$ cat config.mk
export PLATFORM = sky130hd
export DESIGN_NAME = olist_prio
export DESIGN_NICKNAME = d
export VERILOG_FILES = /design/src/hw/rtl/olist_pkg.sv /design/src/hw/rtl/olist_prio.sv
export SDC_FILE = /design/constraint.sdc
export NUM_CORES = 1
export LEC_CHECK = 0
export ABC_AREA = 1
export BUFFER_PORTS_ARGS = -buffer_cell sky130_fd_sc_hd__buf_2
export CAP_MARGIN = 20
export CORE_AREA = 2 2 93 50
export DETAILED_ROUTE_END_ITERATION = 6
export DIE_AREA = 0 0 95 52
export PLACE_DENSITY = 0.68
export SKIP_CTS_REPAIR_TIMING = 1
export SLEW_MARGIN = 25
export SYNTH_ARGS = -nofsm -noshare
export SYNTH_HDL_FRONTEND = slang
export SYNTH_SLANG_ARGS = --single-unit
$ cat constraint.sdc
create_clock -name clock -period 1.8 [get_ports clock]
set_clock_uncertainty 0.05 [all_clocks]
set_input_delay 0.36 -clock clock [delete_from_list [all_inputs] [get_ports clock]]
set_output_delay 0.36 -clock clock [all_outputs]
set_load 0.01 [all_outputs]
$ cat src/hw/rtl/olist_pkg.sv
package olist_pkg;

   localparam int LIST_DEPTH = 64;

   localparam int OP_W      = 3;
   localparam int POS_W     = 6;
   localparam int VAL_W     = 32;
   localparam int ST_W      = 3;
   localparam int CNT_OUT_W = 7;

   localparam int IDX_W = (LIST_DEPTH > 1) ? $clog2(LIST_DEPTH) : 1;
   localparam int CNT_W = $clog2(LIST_DEPTH + 1);
   localparam int CMP_W = (CNT_W > POS_W) ? CNT_W : POS_W;

   localparam int GROUP_SIZE = 8;
   localparam int GROUP_W    = 3;
   localparam int NUM_GROUPS = (LIST_DEPTH + GROUP_SIZE - 1) / GROUP_SIZE;
   localparam int PAD_W      = NUM_GROUPS * GROUP_SIZE;

   localparam logic [OP_W-1:0] OP_PUSH_BACK  = 3'd0;
   localparam logic [OP_W-1:0] OP_PUSH_FRONT = 3'd1;
   localparam logic [OP_W-1:0] OP_POP_BACK   = 3'd2;
   localparam logic [OP_W-1:0] OP_POP_FRONT  = 3'd3;
   localparam logic [OP_W-1:0] OP_INSERT     = 3'd4;
   localparam logic [OP_W-1:0] OP_ERASE      = 3'd5;
   localparam logic [OP_W-1:0] OP_FIND       = 3'd6;
   localparam logic [OP_W-1:0] OP_MODIFY     = 3'd7;

   localparam logic [ST_W-1:0] ST_OK       = 3'd0;
   localparam logic [ST_W-1:0] ST_FULL     = 3'd1;
   localparam logic [ST_W-1:0] ST_EMPTY    = 3'd2;
   localparam logic [ST_W-1:0] ST_BADPOS   = 3'd3;
   localparam logic [ST_W-1:0] ST_NOTFOUND = 3'd4;

   localparam logic [1:0] CMD_HOLD  = 2'd0;
   localparam logic [1:0] CMD_UP    = 2'd1;
   localparam logic [1:0] CMD_DOWN  = 2'd2;
   localparam logic [1:0] CMD_WRITE = 2'd3;

   typedef struct packed {
      logic [1:0]              kind;
      logic [IDX_W-1:0]        at;
      logic signed [VAL_W-1:0] value;
      logic [CNT_W-1:0]        count;
   } cell_cmd_type;

endpackage

$ cat src/hw/rtl/olist_prio.sv
module olist_prio
   import olist_pkg::*;
(
   input  logic                  clock,
   input  logic [LIST_DEPTH-1:0] match,
   output logic                  found,
   output logic [IDX_W-1:0]      found_index
);

   logic [PAD_W-1:0]   padded;
   logic               any_in [NUM_GROUPS];
   logic [GROUP_W-1:0] low_in [NUM_GROUPS];
   logic               any_ff [NUM_GROUPS];
   logic [GROUP_W-1:0] low_ff [NUM_GROUPS];

   assign padded = PAD_W'(match);

   always_comb begin
      for (int g = 0; g < NUM_GROUPS; g++) begin
         any_in[g] = |padded[g*GROUP_SIZE +: GROUP_SIZE];
         low_in[g] = '0;
         for (int j = GROUP_SIZE - 1; j >= 0; j--) begin
            if (padded[g*GROUP_SIZE + j]) begin
               low_in[g] = GROUP_W'(j);
            end
         end
      end
   end

   always_ff @(posedge clock) begin
      for (int g = 0; g < NUM_GROUPS; g++) begin
         any_ff[g] <= any_in[g];
         low_ff[g] <= low_in[g];
      end
   end

   always_comb begin
      found       = 1'b0;
      found_index = '0;
      for (int g = NUM_GROUPS - 1; g >= 0; g--) begin
         if (any_ff[g]) begin
            found       = 1'b1;
            found_index = IDX_W'(g * GROUP_SIZE) + IDX_W'(low_ff[g]);
         end
      end
   end

endmodule

# Yosys cells after proc, flatten, opt, wreduce, memory -nomap -nowiden
# Memory sizes are Yosys's and may differ from the RTL's.
# Index checks and enable logic that the tools add are counted.
# totals
memories	2
ff_bits	0
mem_bits_rw	32
output_inout_bits	7
# classes
n_mux	80
n_addsub	7
n_reduce_logical	8
# memory_table
memory	words	word_bits	rd	rd_ports_with_merged_regs	wr	line	source
low_ff	8	3	8	0	8	olist_prio.sv:14	logic [GROUP_W-1:0] low_ff [NUM_GROUPS];
any_ff	8	1	8	0	8	olist_prio.sv:13	logic any_ff [NUM_GROUPS];
# ops
op	count
2-to-1 mux 3 bit	64
OR reduction 8 bit	8
2-to-1 mux 6 bit	8
adder 5 x 3 -> 6 bit, first input constant	2
adder 6 x 3 -> 6 bit, first input constant	2
2-to-1 mux 1 bit	8
adder 5 x 4 -> 6 bit, first input constant	1
adder 4 x 3 -> 5 bit, first input constant	1
adder 4 x 4 -> 5 bit, first input constant	1

# Longest topological paths before layout
# Gate-level depths: netlist (run 1).
# logic_depth
ltp_word	9
mapped_depth	9
depth_no_buf	9

# Least setup slack after synthesis (run 1)
# No wires, ideal clock.
# synth_path
kind	register to output
from	mem any_ff[3][0], in the netlist any_ff[0][3]
to	out found_index[5]
arrival_time_ns	0.978
slack_ns	0.412
stages_incl_launch_ff	4
cell_sequence	dfxtp_1 -> or2_1 -> buf_6 -> nor4_2
# synth_rtl
item	line	source
start, declared	olist_prio.sv:13	
end, declared	olist_prio.sv:7	output logic [IDX_W-1:0] found_index

==> results of run 1 <==
==> cells in the final DEF, fill, tap and decap left out, types with 2 or more instances in the layout <==
| master | netlist | layout |
|---|---|---|
| dfxtp_2 | 0 | 6 |
| a31oi_1 | 4 | 4 |
| or2_2 | 17 | 17 |
| a21oi_1 | 37 | 37 |
| inv_1 | 29 | 27 |
| nor3_1 | 19 | 18 |
| dfxtp_1 | 32 | 26 |
| nand3_1 | 3 | 3 |
| nor4_1 | 8 | 8 |
| o21ai_0 | 9 | 9 |
| nor2_2 | 3 | 3 |
| nor2_1 | 25 | 25 |
| buf_2 | 0 | 71 |
| nand2_1 | 43 | 43 |
| clkbuf_8 | 0 | 5 |
| inv_2 | 0 | 2 |
==> final cells by class <==
| cell class | instances | area (um^2) | area share, % |
|---|---|---|---|
| Clock buffer | 6 | 72.6 | 3.47 |
| Clock inverter | 1 | 5.00 | 0.240 |
| Inverter | 29 | 109 | 5.21 |
| Multi-Input combinational cell | 170 | 828 | 39.6 |
| Sequential cell | 32 | 648 | 31.0 |
| Tap cell | 57 | 71.3 | 3.41 |
| Timing Repair Buffer | 71 | 355 | 17.0 |
==> where the power goes <==
| group | switching, mW | internal [mW] |
|---|---|---|
| sequential | 0.0110 | 0.737 |
| combinational | 0.100 | 0.0997 |
| clock | 0.228 | 0.262 |
| total | 0.339 | 1.10 |
==> cell usage after synthesis <==
cell,n
nor4_2,1
nor2_2,3
nand3_1,3
nor3_1,19
dfxtp_1,32
o21ai_0,9
inv_1,29
nor4_1,8
a21oi_1,37
nor2_1,25
buf_6,2
or2_1,1
or2_2,17
nand2_1,43
a31oi_1,4
==> final timing paths <==
path	start	to	slack, ns	depth (start not counted)
setup / recovery	any_ff[0][2]	found_index[0]	0.07	7
hold / removal	match[48]	low_ff[1][6]	0.19	2
==> metal layers <==
layer	part of all wire [%]	global-route usage, %	vias to the layer above
met3	9.4	5.07	5
met5	0	0	-
li1	-	-	920
met1	54	23.2	712
met4	0.76	4.35	0
met2	36	20.8	58
==> registers in the layout (all words and copies together), names as in the netlist <==
| register | flops |
|---|---|
| any_ff | 8 |
| low_ff | 24 |
==> stage by stage <==
stage | hold slack [ns] | total power, mW | TNS [ns] | std cells | instance area [um^2]
4_1_cts | 0.186 | 1.45 | -0.142 | 366 | 2070
6_report | 0.192 | 1.44 | 0 | 366 | 2090
3_3_place_gp | 0.477 | 0.957 | 0 | 359 | 1990
2_1_floorplan | 0.379 | 0.847 | 0 | 233 | 1590
5_1_grt | 0.182 | 1.52 | -0.0618 | 366 | 2090
3_5_place_dp | 0.480 | 0.961 | 0 | 359 | 1990
==> logic make-up after synthesis <==
group	synth area share, %
flip-flops	40.4
buffers and inverters	8.28
AO/OA/AOI/OAI	16.1
AND/OR/NAND/NOR	35.3
==> critical path: stages, from the launching register on <==
cell and delay [ns]:
dfxtp_2 0.34, or2_4 0.29, nor2_2 0.11, nand2_1 0.05
nand2_1 0.05, nand2_1 0.05, nand2_1 0.05, buf_2 0.12
==> run_results.csv, run 1 <==
group,metric,value,unit
detailed_routing,drt.antenna.violating_nets,0,
sta,setup_viol,0,
clock_network,cts_tree,"yes",
clock_network,clk_pin_slew_worst_paths,0.06,ns
global_routing,grt_antenna_before_repair,0,
final_layout,num-nets-final,374,
outcome,status,"complete, no violations",
placement,io_buffer_count,71,
floorplanning,core.rowCount,17,
detailed_routing,iteration_count_of_the_initial_detailed_routing_pass,6,
detailed_routing,detailedRoute.firstIterationViolations,50,
logic_synthesis,flip_flop_and_latch_count_after_synthesis,32,
floorplanning,io_pins,72,
logic_synthesis,synth_unique_cells,15,
sta,final.period_utilization,96.4,%
sta,clock_period_minus_final_worst_setup_slack,1.73,ns
placement,pre_cts_slack,0.221,ns
clock_network,cts_inserted_buffers,5,
detailed_routing,route.final.wire_length,3700,um
critical_path,criticalPathCategory,"flop to output pin",
global_routing,grt_start_max_net_pins,11,
floorplanning,dieArea,4940,um^2
sta,max_slew.worst_pin.slew,0.332,ns
clock_network,cts_sinks,32,
logic_synthesis,synth_sequential_area_ratio,40.4,%
clock_network,number_of_h_tree_levels,2,
flow_run,drv.max_cap_violation_count,0,
critical_path,critical_path.max_fanout,6,
pwr,vdd.ir_drop.worst,261,uV
global_routing,global_route.overflow_total,0,
logic_synthesis,synth_largest_area_cell,"dfxtp_1",
logic_synthesis,post_synth_net_total,298,
sta,timing_hold_violations_final,0,
floorplanning,initial_utilization,37.9,%
logic_synthesis,synth.cell_area,1590,um^2
critical_path,arrival,1.32,ns
floorplanning,dieWidth,95,um
pwr,total_leakage_power,1.02,nW
clock_network,clock_tree.root_cell,"clkbuf_8",
sta,slew_headroom,77.8,%
global_routing,first_global_vias,1410,
logic_synthesis,yosysWarningCount,0,
detailed_routing,vias_per_cell,4.63,
floorplanning,floorplan.die.height,52,um
placement,gp_routability_congestion,0.752,
logic_synthesis,synth_area_per_cell,6.81,um^2
final_layout,final_layout_size_suffix_gt1_share,35.0,%
placement,hpwlAfterDp,3060,um
final_layout,antenna_cells_inserted,0,
detailed_routing,via_count,1695,
floorplanning,design.core.area,4190,um^2
worst_hold_path,holdCritPathClass,"input pin to flop",
sta,timing_max_transition_violations_final,0,
sta,grt_setup_unrepaired,"true",
global_routing,globalRouteTotalUtil,15.5,%
global_routing,grt_pass1_wl,5930,um
sta,clock.fmax,577,MHz
critical_path,kind_of_start_point_of_the_critical_path,"flop",
logic_synthesis,synth_top_cells_by_area,"dfxtp_1, a21oi_1, nand2_1",
critical_path,worst_setup_path_end_kind,"output pin",
logic_synthesis,syn_inst,233,
clock_network,cts.path.max_buffers,2,
final_layout,syn_to_final_growth,31.7,%
final_layout,fillCellCount,430,
final_layout,utilization,49.9,%
pwr,cellPowerDensity,688,nW/um^2
sta,setup_slack,0.0656,ns
logic_synthesis,synth_top_cell_area_share,40.4,%
detailed_routing,drt_drc_violations_left,0,
detailed_routing,detail_route.wl_per_cell,10.1,um
critical_path,worst-endpoint-required,1.39,ns
Power figures use the tool's default switching activity.
==> run 2: changes to the inputs <==
Settings changed: PLACE_DENSITY 0.68 to 0.75.
==> run 2 against run 1 <==
  * Fmax decreased by 0.50%
  * Die area unchanged
  * Critical path depth decreased by 3
  * Critical endpoint is now found_index[5]
  * Largest cell class unchanged
  * Highest routed layer unchanged
==> run_results.csv, run 2 (same netlist as run 1, synthesis figures left out) <==
group,metric,value,unit
pwr,cellPowerDensity,756,nW/um^2
sta,timing_max_transition_violations_final,0,
final_layout,biggestRegsByFlops,"low_ff (24), any_ff (8)",
clock_network,cts_tree,"yes",
clock_network,cts.path.max_buffers,2,
critical_path,kind_of_start_point_of_the_critical_path,"flop",
final_layout,final_layout_size_suffix_gt1_share,35.0,%
floorplanning,dieArea,4940,um^2
sta,clock_period_minus_final_worst_setup_slack,1.74,ns
global_routing,globalRouteTotalUtil,16.0,%
placement,hpwlAfterDp,3040,um
detailed_routing,detailedRoute.firstIterationViolations,71,
critical_path,worst_setup_path_end_kind,"output pin",
clock_network,clock_tree.root_cell,"clkbuf_8",
floorplanning,initial_utilization,37.9,%
placement,io_buffer_count,71,
worst_hold_path,holdCritPathClass,"input pin to flop",
sta,final.period_utilization,96.8,%
global_routing,grt_pass1_wl,5950,um
clock_network,cts_inserted_buffers,5,
final_layout,most_flop_heavy_register,"low_ff",
sta,max_slew.worst_pin.slew,0.371,ns
detailed_routing,drt_drc_violations_left,0,
detailed_routing,vias_per_cell,4.64,
worst_hold_path,hp-start,"match[0]",
final_layout,largest_reg_flops,24,
final_layout,final_cell_area,2120,um^2
worst_hold_path,worstHoldEndpoint,"low_ff[0][0]",
clock_network,number_of_h_tree_levels,2,
pwr,design_power_total,1.61,mW
floorplanning,design.core.area,4190,um^2
floorplanning,io_pins,72,
clock_network,clk_pin_slew_worst_paths,0.07,ns
detailed_routing,iteration_count_of_the_initial_detailed_routing_pass,4,
placement,gp_routability_congestion,0.748,
detailed_routing,route.final.wire_length,3830,um
floorplanning,core.rowCount,17,
sta,setup_viol,0,
detailed_routing,drt.antenna.violating_nets,0,
global_routing,grt_start_max_net_pins,11,
placement,pre_cts_slack,0.282,ns
final_layout,final_common_cell,"buf_2",
final_layout,antenna_cells_inserted,0,
sta,whs,0.191,ns
floorplanning,dieWidth,95,um
critical_path,critical_path.max_fanout,5,
detailed_routing,via_count,1706,
pwr,vdd.ir_drop.worst,322,uV
critical_path,criticalPathCategory,"flop to output pin",
clock_network,cts_sinks,32,
global_routing,first_global_vias,1438,
critical_path,arrival,1.33,ns
worst_hold_path,holdPathStages,2,
sta,timing_hold_violations_final,0,
final_layout,num-nets-final,375,
final_layout,syn_to_final_growth,33.8,%
global_routing,grt_antenna_before_repair,0,
pwr,total_leakage_power,1.03,nW
placement,placed_cell_area,1990,um^2
sta,slew_headroom,75.2,%
flow_run,drv.max_cap_violation_count,0,
sta,grt_setup_unrepaired,"true",
global_routing,global_route.overflow_total,0,
sta,setup_slack,0.0569,ns
detailed_routing,detail_route.wl_per_cell,10.4,um
sta,clock.fmax,574,MHz
critical_path,worst-endpoint-required,1.39,ns
final_layout,layout_common_cells,"buf_2, nand2_1, a21oi_1",
floorplanning,floorplan.die.height,52,um
final_layout,utilization,50.6,%
outcome,status,"complete, no violations",
run 2: worst max-delay path, cell delays in order (launching register included):
cell	delay (ns)
dfxtp_2	0.34
or2_2	0.32
nor3_2	0.18
nor4_2	0.06
buf_2	0.16
run 2: layout make-up:
class	count	area (um^2)
Inverter	29	111
Fill cell	413	2070
Multi-Input combinational cell	170	822
Sequential cell	32	647
Clock inverter	2	35.0
Timing Repair Buffer	72	363
Clock buffer	6	72.6
Tap cell	57	71.3
run 2: how the worst max path moves through the flow:
stage | from | to | depth (start not counted)
finish | any_ff[1][2] | found_index[5] | 4
global placement | any_ff[0][3] | found_index[1] | 7
floorplan | any_ff[0][3] | found_index[5] | 3
global route | any_ff[1][2] | found | 4
detailed placement | any_ff[0][3] | found_index[1] | 7
CTS | any_ff[0][3] | found_index[1] | 7
run 2: power breakdown:
group / leakage [nW] / switching, mW / total [mW] / internal, mW
combinational: 0.712 / 0.104 / 0.204 / 0.0999
sequential: 0.261 / 0.00975 / 0.746 / 0.737
clock: 0.0552 / 0.245 / 0.655 / 0.410
run 2: per-stage QoR:
| stage | setup TNS, ns | cells |
|---|---|---|
| after floorplan | 0 | 233 |
| after global placement | 0 | 359 |
| after detailed placement | 0 | 359 |
| after CTS | -0.0721 | 367 |
| after global routing | -0.0986 | 368 |
| final | 0 | 368 |
run 2: routing by layer:
metal	GRT usage (%)	part of all wire [%]	up-vias
met5	0	0	-
met4	5.80	0.86	0
met3	4.35	8.1	2
met2	22.5	37	69
met1	23.2	54	713
li1	-	-	922
