==> config.mk <==
export PLATFORM = sky130hd
export DESIGN_NAME = olist_cell
export DESIGN_NICKNAME = d
export VERILOG_FILES = /design/src/hw/rtl/olist_pkg.sv /design/src/hw/rtl/olist_cell.sv
export SDC_FILE = /design/constraint.sdc
export NUM_CORES = 1
export LEC_CHECK = 0
export BUFFER_PORTS_ARGS = -buffer_cell sky130_fd_sc_hd__buf_2
export CAP_MARGIN = 20
export CORE_ASPECT_RATIO = 1.25
export CORE_MARGIN = 8
export CORE_UTILIZATION = 50
export CTS_BUF_LIST = sky130_fd_sc_hd__clkbuf_8
export CTS_CLUSTER_DIAMETER = 200
export DETAILED_ROUTE_END_ITERATION = 8
export PLACE_DENSITY = 0.88
export SYNTH_ARGS = -nofsm -noshare
export SYNTH_HDL_FRONTEND = slang
export SYNTH_SLANG_ARGS = --single-unit
==> constraint.sdc <==
create_clock -name clock -period 7.9 [get_ports clock]
set_input_delay 1.58 -clock clock [delete_from_list [all_inputs] [get_ports clock]]
set_output_delay 1.58 -clock clock [all_outputs]
set_load 0.01 [all_outputs]
==> src/hw/rtl/olist_pkg.sv <==
package olist_pkg;

   localparam int LIST_DEPTH = 64;

   localparam int OP_W      = 3;
   localparam int POS_W     = 6;
   localparam int VAL_W     = 32;
   localparam int ST_W      = 3;
   localparam int CNT_OUT_W = 7;

   localparam int IDX_W = (LIST_DEPTH > 1) ? $clog2(LIST_DEPTH) : 1;
   localparam int CNT_W = $clog2(LIST_DEPTH + 1);
   localparam int CMP_W = (CNT_W > POS_W) ? CNT_W : POS_W;

   localparam int GROUP_SIZE = 8;
   localparam int GROUP_W    = 3;
   localparam int NUM_GROUPS = (LIST_DEPTH + GROUP_SIZE - 1) / GROUP_SIZE;
   localparam int PAD_W      = NUM_GROUPS * GROUP_SIZE;

   localparam logic [OP_W-1:0] OP_PUSH_BACK  = 3'd0;
   localparam logic [OP_W-1:0] OP_PUSH_FRONT = 3'd1;
   localparam logic [OP_W-1:0] OP_POP_BACK   = 3'd2;
   localparam logic [OP_W-1:0] OP_POP_FRONT  = 3'd3;
   localparam logic [OP_W-1:0] OP_INSERT     = 3'd4;
   localparam logic [OP_W-1:0] OP_ERASE      = 3'd5;
   localparam logic [OP_W-1:0] OP_FIND       = 3'd6;
   localparam logic [OP_W-1:0] OP_MODIFY     = 3'd7;

   localparam logic [ST_W-1:0] ST_OK       = 3'd0;
   localparam logic [ST_W-1:0] ST_FULL     = 3'd1;
   localparam logic [ST_W-1:0] ST_EMPTY    = 3'd2;
   localparam logic [ST_W-1:0] ST_BADPOS   = 3'd3;
   localparam logic [ST_W-1:0] ST_NOTFOUND = 3'd4;

   localparam logic [1:0] CMD_HOLD  = 2'd0;
   localparam logic [1:0] CMD_UP    = 2'd1;
   localparam logic [1:0] CMD_DOWN  = 2'd2;
   localparam logic [1:0] CMD_WRITE = 2'd3;

   typedef struct packed {
      logic [1:0]              kind;
      logic [IDX_W-1:0]        at;
      logic signed [VAL_W-1:0] value;
      logic [CNT_W-1:0]        count;
   } cell_cmd_type;

endpackage

==> src/hw/rtl/olist_cell.sv <==
module olist_cell
   import olist_pkg::*;
(
   input  logic                    clock,
   input  logic [IDX_W-1:0]        index,
   input  cell_cmd_type            cmd,
   input  logic signed [VAL_W-1:0] left_entry,
   input  logic signed [VAL_W-1:0] right_entry,
   output logic signed [VAL_W-1:0] entry,
   output logic                    match
);

   logic signed [VAL_W-1:0] entry_ff;
   logic signed [VAL_W-1:0] entry_in;
   logic                    match_ff;
   logic                    match_in;

   always_comb begin
      entry_in = entry_ff;
      unique case (cmd.kind)
         CMD_HOLD: begin
            entry_in = entry_ff;
         end
         CMD_UP: begin
            if (index > cmd.at) begin
               entry_in = left_entry;
            end else if (index == cmd.at) begin
               entry_in = cmd.value;
            end
         end
         CMD_DOWN: begin
            if (index >= cmd.at) begin
               entry_in = right_entry;
            end
         end
         CMD_WRITE: begin
            if (index == cmd.at) begin
               entry_in = cmd.value;
            end
         end
      endcase
   end

   assign match_in = (entry_ff == cmd.value) && (CNT_W'(index) < cmd.count);

   always_ff @(posedge clock) begin
      entry_ff <= entry_in;
      match_ff <= match_in;
   end

   assign entry = entry_ff;
   assign match = match_ff;

endmodule

; Word level (Yosys, flattened, before mapping)
; Cells that the tools add are included.
; W data, S select, Z words.
[op_classes]
n_lt_le_gt_ge = 3
eq_ne = 6
n_mux = 4
n_bitwise = 1
reduce_logical = 3
[op_table]
columns = op, n
row1 = $mux W32, 3
row2 = $pmux W32 S3, 1
row3 = $eq A32 B32 Y1, 1
row4 = $lt A6 B7 Y1, 1
row5 = $eq A6 B6 Y1, 1
row6 = $ge A6 B6 Y1, 1
row7 = $gt A6 B6 Y1, 1
row8 = $eq A2 B2 Y1 const B, 2
row9 = $eq A2 B1 Y1 const B, 1
row10 = $logic_not A2 Y1, 1
row11 = $ne A2 B2 Y1 const B, 1
row12 = $reduce_and A2 Y1, 1
row13 = $logic_and A1 B1 Y1, 1
row14 = $not A1 Y1, 1
[word_totals]
regBits = 33
inputBits = 118
output_inout_bits = 33
word_cells = 19

; Depth between registers and ports, before layout
; Gate-level depths: netlist of the first run.
[logic_depth]
word_depth = 4
ltp_mapped = 8
mapped_depth_nobuf = 7

; Worst setup path after synthesis of the first run
; No wires, ideal clock.
[synth_path]
path_kind = input port to flip-flop
startpoint = input port cmd[44] (netlist bit)
endpoint = register entry_ff[0] (netlist: entry[0]) (enable)
setup_time_ps = 394
arrival_time_ps = 3162
required_ps = 7506
slack_ps = 4344
stages = 6
path_buffers = 0
path_cell_list = inv_1 ha_1 nand4_2 o221ai_2 o21ai_0 nand2b_1
[synth_between]
elab_chain_cells = 3
[synth_lines]
columns = item, line
row1 = "start, declared", olist_cell.sv:6  ; input cell_cmd_type cmd,
row2 = $ge A6 B6 Y1, olist_cell.sv:32  ; if (index >= cmd.at) begin
row3 = $ne A2 B2 Y1 (no line), n/a
row4 = $reduce_and A2 Y1 (no line), n/a
row5 = "end signal, assigned", olist_cell.sv:47  ; entry_ff <= entry_in;
row6 = "end, declared", olist_cell.sv:13  ; logic signed [VAL_W-1:0] entry_ff;
; No other way between the ends.
; A chain may end at the register's enable or synchronous reset.

; Final worst setup path of the first run
[layout_path]
startpoint = input port index[5]
endpoint = register entry_ff[26] (netlist: entry[26]) (data pin)
[layout_between]
elab_chain_cells = 4
word_cells_on_any_way = 5
cone_classes = 1 x order compare / 1 x eq/ne / 3 x mux
[layout_lines]
columns = item, line
row1 = "start, declared", olist_cell.sv:5  ; input logic [IDX_W-1:0] index,
row2 = branches (longest 3 deep; another with $gt A6 B6 Y1), n/a
row3 = $pmux W32 S3 *, olist_cell.sv:20  ; unique case (cmd.kind)
row4 = via entry_in[26], olist_cell.sv:14  ; logic signed [VAL_W-1:0] entry_in;
; Mark *: on every way through the listed nets, which the timed path passes.

==> results of run 1 <==
-- layout by cell type (no fill, tap or decap), drive strengths merged --
cell type,instances
nand2,35
nand2b,2
nor2,2
clkbuf,6
o21ai,1
xor2,32
dfxtp,1
nand4,3
nor4,8
mux2i,32
nor2b,1
a21o,2
buf,152
a21oi,5
o22ai,1
edfxtp,32
nor3,1
ha,11
nand4b,1
o221ai,33
o22a,1
inv,46
-- per-stage QoR --
step	utilization, %	worst slack (ns)	cells	total power, W
2_1_floorplan	-	4.34	261	0.000377
3_3_place_gp	65.9	3.76	464	0.000453
3_5_place_dp	65.9	3.69	464	0.000462
4_1_cts	67.6	3.98	472	0.000589
5_1_grt	67.6	3.84	472	0.000619
6_report	67.6	4.00	472	0.000584
-- worst min-delay path, cell delays in order (launching register included) --
cell	delay, ns
edfxtp_1	0.38
mux2i_1	0.10
o221ai_2	0.12
-- Yosys cell counts --
| library cell | instances | share of area [%] |
|---|---|---|
| inv_1 | 44 | 6.0 |
| nand2_1 | 35 | 4.8 |
| edfxtp_1 | 32 | 35 |
| mux2i_1 | 32 | 12 |
| xor2_1 | 32 | 10 |
| o221ai_2 | 31 | 17 |
| ha_1 | 11 | 5.0 |
| nor4_1 | 8 | 1.8 |
| buf_2 | 6 | 1.1 |
| a21oi_1 | 5 | 0.91 |
| clkbuf_1 | 4 | 0.54 |
| buf_6 | 3 | 1.2 |
| a21o_1 | 2 | 0.54 |
| nand2b_1 | 2 | 0.45 |
| nand4_1 | 2 | 0.45 |
| o221ai_1 | 2 | 0.63 |
| dfxtp_1 | 1 | 0.72 |
| nand4_2 | 1 | 0.45 |
| nand4b_1 | 1 | 0.32 |
| nor2_1 | 1 | 0.14 |
| nor2_4 | 1 | 0.41 |
| nor2b_1 | 1 | 0.23 |
| nor3_1 | 1 | 0.18 |
| o21ai_0 | 1 | 0.18 |
| o22a_2 | 1 | 0.36 |
| o22ai_1 | 1 | 0.23 |
-- path summary, 6_finish.rpt --
check | slack, ns | cells after the start | endpoint
setup / recovery | 4.00 | 8 | entry[26]
hold / removal | 0.70 | 2 | entry[30]
setup reg to reg | 6.48 | 4 | match
hold reg to reg | 0.70 | 2 | entry[30]
-- power groups by stage --
stage               combinational (W)  sequential [W]  clock, W
finish                       0.000206        0.000251  0.000127
global route                 0.000224        0.000255  0.000139
CTS                          0.000208        0.000251  0.000130
detailed placement           0.000207        0.000255         0
global placement             0.000200        0.000253         0
floorplan                    0.000111        0.000266         0
-- kinds of logic after synthesis --
kind of cell	count (synthesis)	synth area share [%]
buffers and inverters	57	8.84
AND/OR/NAND/NOR	53	9.20
AO/OA/AOI/OAI	43	19.7
flip-flops	33	35.5
XOR/XNOR	32	10.1
multiplexers	32	11.6
adder cells (fa/ha/maj)	11	4.98
-- registers in the layout, indices dropped and copies added (netlist names) --
name   count
entry     32
match      1
-- cell type report --
cell class                 instances  area (um2)  area share (%)
clock buffer                       6        82.6            2.28
sequential                        33         981            27.1
timing repair buffer             152         766            21.1
multi-input combinational        171        1540            42.6
tap                               64        80.1            2.21
inverter                          44         165            4.55
clock inverter                     2        7.51           0.207
-- per-layer routing --
metal / track usage (%) / vias up / routed length, um
met2: 36.3 / 105 / 4570
met5: 0 / - / 0
met1: 21.6 / 1168 / 2970
met3: 4.37 / 16 / 615
met4: 7.86 / 0 / 210
li1: - / 1238 / -
==> key figures, run 1 <==
Power
  – Worst VDD drop: between 0.00009 and 0.0001 V
  – Seq pwr share: 43.0%
  – P_int: about 0.0004 W
  – Static Leak: about 1.7 nW
  – Sw Share: around a third
  – Logic pwr share: around a third
  – Clock share of power: 21.8%
  – Sw power: ~0.00019 W
  – P per Cell Area: about 160 mW/mm2

Global routing
  – Gr usage total: 20.2%
  – Vias in the first global route: 2766
  – First-pass GRT wire length: 12.9 mm
  – Pin count of the biggest net entering global routing: 35
  – Initial antenna violation count: 0
  – Grt ovf: 0

Logic synthesis
  – Cells after Synth: 261
  – Yosys cell types: 26
  – Yosys reg bits: 33
  – Ys Warns: 0
  – Post-Syn Area: 0.00276 mm2
  – Syn Area/Cell: ~11 um2
  – Syn Nets: 390
  – Sequential area share after synthesis: 35.5%

Route
  – Drt wl/cell: 17.7 um
  – Pre-antenna DRT Iters: 4
  – Via count: 2527
  – Drt drc: 0
  – Via density: about 5.4
  – DR iter-0 viols: 120
  – Detailed Route WL: 8.37 mm
  – Detail Route Antenna Nets: 0

CTS
  – Worst-skew pair later-pin latency: 0.28 ns
  – Post-CTS Setup Inserts: 0
  – # hold bufs at CTS: 0
  – Max H-tree Level: 2
  – Root Buffer Master: clkbuf_8
  – CTS Sinks: 33
  – Clk buf depth: 2
  – Clk slew on worst S/H paths: 0.07 ns
  – CTS tree: built
  – Inserted Clock Buffers: 5
  – Post-CTS sizing: 0

Worst hold path
  – Hold Crit Start: entry[30]
  – HP Class: register to register

Setup path
  – Slowest cell on crit path: o22a_2
  – Buffers & Inverters on Critical Path: 2
  – Crit-path leading delay family: compound AO/OA/AOI/OAI gates
  – Worst setup startpoint: index[5]
  – Crit path kind: input pin to register
  – Max stage delay on crit path: around 0.84 ns
  – Cell-by-cell trace of the critical path: buf_2 -> ha_1 -> nand4_2 -> nor2_4 -> buf_4 -> nor2_1 -> o22a_2 -> o221ai_1
  – CP Launch Type: input pin
  – WP data required: roughly 7.9 ns
  – Crit path DAT: around 3.9 ns
  – R2R Path Start: entry[25]
  – Max FO, Critical Path: 34
  – Worst setup EP type: register

Finish
  – Layout cells sized above 1: 47.8%
  – Layout overhead on the synthesized area: 31.3%
  – Diode count: 0
  – Final net count: 536
  – Filler cells: 431
  – Design Area, Final: 0.00363 mm2

Die
  – Core area: 0.00537 mm2
  – Num rows: 30
  – Initial core utilization: 51.4%
  – Die Y: ~99 um
  – Ports: 151
  – DIE AREA: 0.00817 mm2
  – Die X: between 80 and 90 um

Timing
  – Slew Viols, Final: 0
  – Final hold slack: 0.701 ns
  – Minimum clock period: 3.90 ns
  – Fin. Hold Viols: 0
  – Final setup vio count: 0
  – Unrepaired setup endpoints after global routing: false
  – Slew headroom: 34.1%
  – Setup TNS: 0 ns
  – Worst-Margin Slew: 0.989 ns
  – Final period util: 49.4%
  – Achievable Freq: 0.256 GHz
  – Clk_skew: 0.00740 ns

Place
  – PortBufs: 150
  – DP HPWL: 6.80 mm
  – GP Congestion: 0.833
  – Placed inst area: roughly 0.0035 mm2

Status
  – Status: completed

Job
  – MaxCap Viol Count: 0
No activity file was read; power rests on OpenSTA's default activity.
==> run 2: changes to the inputs <==
--- a/config.mk
+++ b/config.mk
@@ -9,11 +9,11 @@
 export CAP_MARGIN = 20
 export CORE_ASPECT_RATIO = 1.25
 export CORE_MARGIN = 8
-export CORE_UTILIZATION = 50
+export CORE_UTILIZATION = 47
 export CTS_BUF_LIST = sky130_fd_sc_hd__clkbuf_8
 export CTS_CLUSTER_DIAMETER = 200
 export DETAILED_ROUTE_END_ITERATION = 8
-export PLACE_DENSITY = 0.88
+export PLACE_DENSITY = 0.84
 export SYNTH_ARGS = -nofsm -noshare
 export SYNTH_HDL_FRONTEND = slang
 export SYNTH_SLANG_ARGS = --single-unit
==> constraint.sdc (replaced) <==
create_clock -name clock -period 3.92 [get_ports clock]
set_input_delay 0.784 -clock clock [delete_from_list [all_inputs] [get_ports clock]]
set_output_delay 0.784 -clock clock [all_outputs]
set_load 0.01 [all_outputs]
==> run 2 against run 1 <==
  * Combinational power up 100%
  * Routed wire length decreased by 1.3%
  * Clock power grew to 2.6 times the previous value
  * Register-to-register slack worse by 4.1 ns
  * First-iteration DRC count shrank 44%
  * Non-clock buffer count rose by 2
  * Sequential share of layout area fell by 0.32 points
  * Worst hold slack worse by 0.00056 ns
  * Largest power group unchanged
==> key figures, run 2 (synthesized netlist as in run 1, its figures left out) <==
Power
  – Static Leak: 1.71 nW (+1.0%)
  – P per Cell Area: 341 mW/mm2 (+110%)
  – Overall power: 0.00125 W (+110%)
  – Logic pwr share: 33.1% (-2.1 points)
  – Clock share of power: 26.3% (+4.5 points)
  – P_int: 0.000856 W (+120%)
  – Sw power: 0.000394 W (+100%)
  – Seq pwr share: 40.6% (-2.4 points)
  – Sw Share: 31.6% (-1.6 points)
  – Worst VDD drop: 0.000290 V (+220%)

Finish
  – Commonest non-fill, non-tap cell in the layout: buf_2
  – Area of the multi-input gates: 0.00154 mm2 (unchanged)
  – Layout cells sized above 1: 48.3% (+0.50 points)
  – FF+latch area: 981 um2 (unchanged)
  – Max FFs per register: 32 (unchanged)
  – Filler cells: 503 (+17%)
  – Commonest non-fill, non-tap cells in the layout: buf_2, inv_1, nand2_1
  – Layout overhead on the synthesized area: 32.9%
  – Final net count: 538 (+0.37%)
  – Diode count: 0 (unchanged)

Global routing
  – Pin count of the biggest net entering global routing: 34 (-2.9%)
  – Vias in the first global route: 2761 (-0.18%)
  – Initial antenna violation count: 0 (unchanged)
  – First-pass GRT wire length: 12.9 mm (+0.16%)
  – Grt ovf: 0 (unchanged)
  – Gr usage total: 18.6% (-1.5 points)

Setup path
  – Slowest cell on crit path: o22a_2
  – R2r setup slk: 2.39 ns (-4.09 ns)
  – Worst setup EP type: register
  – Crit path kind: input pin to register
  – Max stage delay on crit path: 0.86 ns (+0.02 ns)
  – WP data required: 3.89 ns (-3.99 ns)
  – CP Launch Type: input pin
  – Max FO, Critical Path: 32 (-5.9%)
  – Crit path DAT: 2.77 ns (-1.11 ns)
  – Cell-by-cell trace of the critical path: buf_2 -> ha_1 -> nand4_2 -> o221ai_2 -> o22a_2 -> o221ai_1

Timing
  – Minimum clock period: 2.80 ns
  – Slew Viols, Final: 0 (unchanged)
  – Worst-Margin Slew: 1.01 ns (+0.0192 ns)
  – Slew headroom: 32.8% (-1.3 points)
  – Unrepaired setup endpoints after global routing: false
  – Final setup vio count: 0 (unchanged)
  – Clk_skew: 0.00737 ns (-0.0000390 ns)
  – Achievable Freq: 0.357 GHz
  – Fin. Hold Viols: 0 (unchanged)
  – Final period util: 71.5%
  – Setup TNS: 0 ns (unchanged)

CTS
  – Max H-tree Level: 2 (unchanged)
  – Root Buffer Master: clkbuf_8
  – Clk slew on worst S/H paths: 0.07 ns (about the same)
  – Post-CTS Setup Inserts: 0 (unchanged)
  – CTS tree: built
  – Post-CTS sizing: 0 (unchanged)
  – Clk buf depth: 2 (unchanged)
  – Worst-skew pair later-pin latency: 0.28 ns (about the same)
  – # hold bufs at CTS: 0 (unchanged)
  – Inserted Clock Buffers: 5 (unchanged)
  – CTS Sinks: 33 (unchanged)

Die
  – Die X: 84.6 um (+2.5%)
  – Ports: 151 (unchanged)
  – DIE AREA: 0.00860 mm2 (+5.2%)
  – Num rows: 31 (+3.3%)
  – Initial core utilization: 48.1% (-3.3 points)
  – Die Y: 102 um (+2.6%)
  – Core area: 0.00574 mm2 (+6.9%)

Route
  – Drt wl/cell: 17.3 um (-2.1%)
  – Via density: 5.24 (-2.2%)
  – Detailed Route WL: 8.26 mm (-1.3%)
  – Drt drc: 0 (unchanged)
  – Pre-antenna DRT Iters: 4 (unchanged)
  – Via count: 2492 (-1.4%)
  – DR iter-0 viols: 67 (-44%)
  – Detail Route Antenna Nets: 0 (unchanged)

Place
  – GP Congestion: 0.795 (-4.6%)
  – PortBufs: 150 (unchanged)
  – DP HPWL: 6.65 mm (-2.2%)

Status
  – Status: completed

Job
  – MaxCap Viol Count: 0 (unchanged)

Worst hold path
  – HP Class: register to register
[run 2: changes by cell type in the layout (fill, tap and decap cells not counted), sizes merged]
| cell | change |
|---|---|
| buf | +2 |
| bufinv | +1 |
| inv | -1 |
[run 2: worst paths after layout]
kind | start | endpoint | cells past startpoint
max | index[5] | entry[25] | 6
min | entry[22] | entry[22] | 2
max reg2reg | entry[25] | match | 4
min reg2reg | entry[22] | entry[22] | 2
[run 2: metal layers]
layer	vias to the layer above	track usage (%)	part of all wire, %
li1	1245	-	-
met1	1158	19.4	39
met2	83	35.9	55
met3	6	4.71	5.9
met4	0	5.36	0.87
met5	-	0	0
[run 2: metrics by stage]
| stage | std cells | utilization [%] | setup WS, ns | area, um2 | hold slack (ns) |
|---|---|---|---|---|---|
| 2_1_floorplan | 261 | - | 1.16 | 2760 | 0.722 |
| 3_3_place_gp | 468 | 61.9 | 0.877 | 3550 | 0.668 |
| 3_5_place_dp | 468 | 61.9 | 0.823 | 3550 | 0.687 |
| 4_1_cts | 476 | 63.9 | 1.12 | 3670 | 0.705 |
| 5_1_grt | 476 | 63.9 | 0.986 | 3670 | 0.735 |
| 6_report | 476 | 63.9 | 1.12 | 3670 | 0.701 |
[run 2: critical path: cells and delay by family]
kind | cells | cell delay [ns]
adder cells (fa/ha/maj) | 1 | 0.33
buffers and inverters | 1 | 0.11
AO/OA/AOI/OAI | 3 | 1.38
AND/OR/NAND/NOR | 1 | 0.16
[run 2: power by group through the flow]
stage               Combinational [W]  Sequential [W]  Clock [W]
CTS                          0.000419        0.000507   0.000336
global placement             0.000406        0.000511          0
detailed placement           0.000418        0.000514          0
finish                       0.000414        0.000507   0.000329
floorplan                    0.000224        0.000535          0
global route                 0.000454        0.000514   0.000347
[run 2: final cells by class]
type                    instances  share of cell area, %
multi-input cells             171                   42.1
flip-flops and latches         33                   26.7
repair buffers                154                   21.3
inverters                      44                   4.50
clock buffers                   6                   2.25
well taps                      66                   2.25
clock inverters                 2                  0.921
==> run 3: changes to the inputs <==
--- a/config.mk
+++ b/config.mk
@@ -9,11 +9,11 @@
 export CAP_MARGIN = 20
 export CORE_ASPECT_RATIO = 1.25
 export CORE_MARGIN = 8
-export CORE_UTILIZATION = 47
+export CORE_UTILIZATION = 42
 export CTS_BUF_LIST = sky130_fd_sc_hd__clkbuf_8
 export CTS_CLUSTER_DIAMETER = 200
 export DETAILED_ROUTE_END_ITERATION = 8
-export PLACE_DENSITY = 0.84
+export PLACE_DENSITY = 0.79
 export SYNTH_ARGS = -nofsm -noshare
 export SYNTH_HDL_FRONTEND = slang
 export SYNTH_SLANG_ARGS = --single-unit
==> constraint.sdc (replaced) <==
create_clock -name clock -period 2.5 [get_ports clock]
set_input_delay 0.5 -clock clock [delete_from_list [all_inputs] [get_ports clock]]
set_output_delay 0.5 -clock clock [all_outputs]
set_load 0.01 [all_outputs]
==> run 3 against run 2 <==
  * Highest routed layer unchanged
  * Largest power group unchanged
  * Routed wire length rose by 7.8%
  * Cell area increased by 2.5%
  * Register-to-register slack got worse by 1.5 ns
  * Flip-flop and latch count did not move
  * First-iteration DRC count increased by 55%
  * Sequential share of layout area decreased by 0.64 points
==> key figures, run 3 (synthesized netlist as in run 1, its figures left out) <==
Timing
  – Slew headroom: 59.9% (+27 points)
  – Clk_skew: 0.00563 ns (-0.00174 ns)
  – Unrepaired setup endpoints after global routing: false
  – Final period util: roughly four fifths
  – Worst-Margin Slew: 0.596 ns (-0.411 ns)
  – Setup TNS: 0 ns (unchanged)
  – Final setup vio count: 0 (unchanged)
  – Slew Viols, Final: 0 (unchanged)
  – Minimum clock period: roughly 2.0 ns
  – Achievable Freq: 0.492 GHz
  – Fin. Hold Viols: 0 (unchanged)

Setup path
  – Worst setup EP type: register
  – Reg2reg end: match
  – Depth of the most critical reg-to-reg path: 4 (unchanged)
  – R2R Path Start: entry[25]
  – Worst setup startpoint: index[5]
  – R2r setup slk: 0.91 ns (-1.48 ns)
  – WP data required: 2.52 ns (-1.37 ns)
  – Max FO, Critical Path: 9 (-72%)
  – Crit path DAT: 2.06 ns (-0.71 ns)
  – CP Capture Point: entry[28]
  – CP Launch Type: input pin
  – Crit path kind: input pin to register

Job
  – MaxCap Viol Count: 0 (unchanged)

Power
  – Overall power: 0.00198 W (+59%)
  – Worst VDD drop: 0.000322 V (+11%)
  – Static Leak: 1.74 nW (+1.6%)
  – P per Cell Area: 528 mW/mm2 (+55%)

Die
  – Core area: 0.00648 mm2 (+13%)
  – DIE AREA: 0.00944 mm2 (+9.8%)
  – Ports: 151 (unchanged)
  – Die X: 88.5 um (+4.7%)
  – Initial core utilization: 42.6% (-5.5 points)
  – Num rows: 33 (+6.5%)
  – Die Y: 107 um (+4.9%)

CTS
  – # hold bufs at CTS: 0 (unchanged)
  – Clk buf depth: 2 (unchanged)
  – Clk slew on worst S/H paths: 0.08 ns (about the same)
  – Inserted Clock Buffers: 5 (unchanged)
  – Post-CTS Setup Inserts: 0 (unchanged)
  – Root Buffer Master: clkbuf_8
  – CTS tree: built
  – Worst-skew pair later-pin latency: 0.29 ns (about the same)
  – Max H-tree Level: 2 (unchanged)
  – Post-CTS sizing: 0 (unchanged)
  – CTS Sinks: 33 (unchanged)

Global routing
  – Pin count of the biggest net entering global routing: 33 (-2.9%)
  – First-pass GRT wire length: 13.7 mm (+6.5%)
  – Initial antenna violation count: 0 (unchanged)
  – Grt ovf: 0 (unchanged)
  – Gr usage total: 18.7% (+0.044 points)
  – Vias in the first global route: 2887 (+4.6%)

Route
  – DR iter-0 viols: 104 (+55%)
  – Pre-antenna DRT Iters: 4 (unchanged)
  – Via density: 5.08 (-2.9%)
  – DRT met1 WL: 3.16 mm (-0.78%)
  – Detail Route Antenna Nets: 0 (unchanged)
  – Via count: 2557 (+2.6%)
  – Routed wl met3: 553 um (+13%)
  – Drt drc: 0 (unchanged)
  – Detailed Route WL: 8.90 mm (+7.8%)
  – DR top layer: met4
  – Drt wl/cell: 17.7 um (+2.0%)
  – Wire length on met2: 4.85 mm (+7.6%)

Finish
  – Non-Filler Instances: 503 (+5.7%)
  – Layout cells sized above 1: 49.0% (+0.75 points)
  – Commonest non-fill, non-tap cells in the layout: buf_2, inv_1, nand2_1
  – Max FFs per register: 32 (unchanged)
  – Final net count: 544 (+1.1%)
  – Layout overhead on the synthesized area: 36.2%
  – Commonest non-fill, non-tap cell in the layout: buf_2
  – Diode count: 0 (unchanged)
  – Fin util: 58.0% (-5.9 points)

Place
  – GP Congestion: 0.832 (+4.6%)
  – DP HPWL: 7.26 mm (+9.1%)
  – PortBufs: 150 (unchanged)
  – DP Cell Count: 495 (+5.8%)

Worst hold path
  – HP Class: input pin to register
  – Hold Path Depth: 3 (+1)

Status
  – Status: completed
run 3: cell count changes in the layout (fill, tap and decap cells not counted):
cell	delta
buf_4	+4
buf_12	+2
clkbuf_8	-1
clkinv_1	+1
clkinvlp_4	+1
inv_1	-1
run 3: worst min-delay path by stage:
stage	startpoint	to
floorplan	right_entry[25]	entry[25]
global placement	entry[18]	entry[18]
detailed placement	entry[9]	entry[9]
CTS	right_entry[17]	entry[17]
global route	right_entry[11]	entry[11]
finish	right_entry[17]	entry[17]
run 3: stage by stage:
step	worst slack [ns]	hold WS (ns)	area, um2
after detailed placement	0.149	0.689	3650
final	0.467	0.485	3760
after floorplan	0.0243	0.694	2760
after global placement	0.225	0.666	3650
after CTS	0.457	0.480	3760
after global routing	0.365	0.497	3760
run 3: power by group:
part	switching, W	internal [W]	total, W
logic	0.000362	0.000316	0.000678
clock network	0.000216	0.000294	0.000510
registers	0.0000740	0.000722	0.000796
run 3: layout make-up:
| class | instances | area [um2] |
|---|---|---|
| clock buffer | 5 | 68.8 |
| clock inverter | 3 | 41.3 |
| fill | 588 | 2720 |
| inverter | 44 | 165 |
| multi-input combinational | 171 | 1540 |
| sequential | 33 | 981 |
| tap | 87 | 109 |
| timing repair buffer | 160 | 851 |
run 3: critical path: stages:
cell and delay, ns:
buf_2 0.12, ha_1 0.33, nand4_2 0.16, o221ai_2 0.26, o22a_2 0.31, buf_4 0.25, o221ai_2 0.12
run 3: metal layers:
| layer | up-vias | track usage (%) |
|---|---|---|
| li1 | 1255 | - |
| met1 | 1187 | 19.3 |
| met2 | 92 | 34.1 |
| met3 | 23 | 3.75 |
| met4 | 0 | 9.58 |
| met5 | - | 0 |
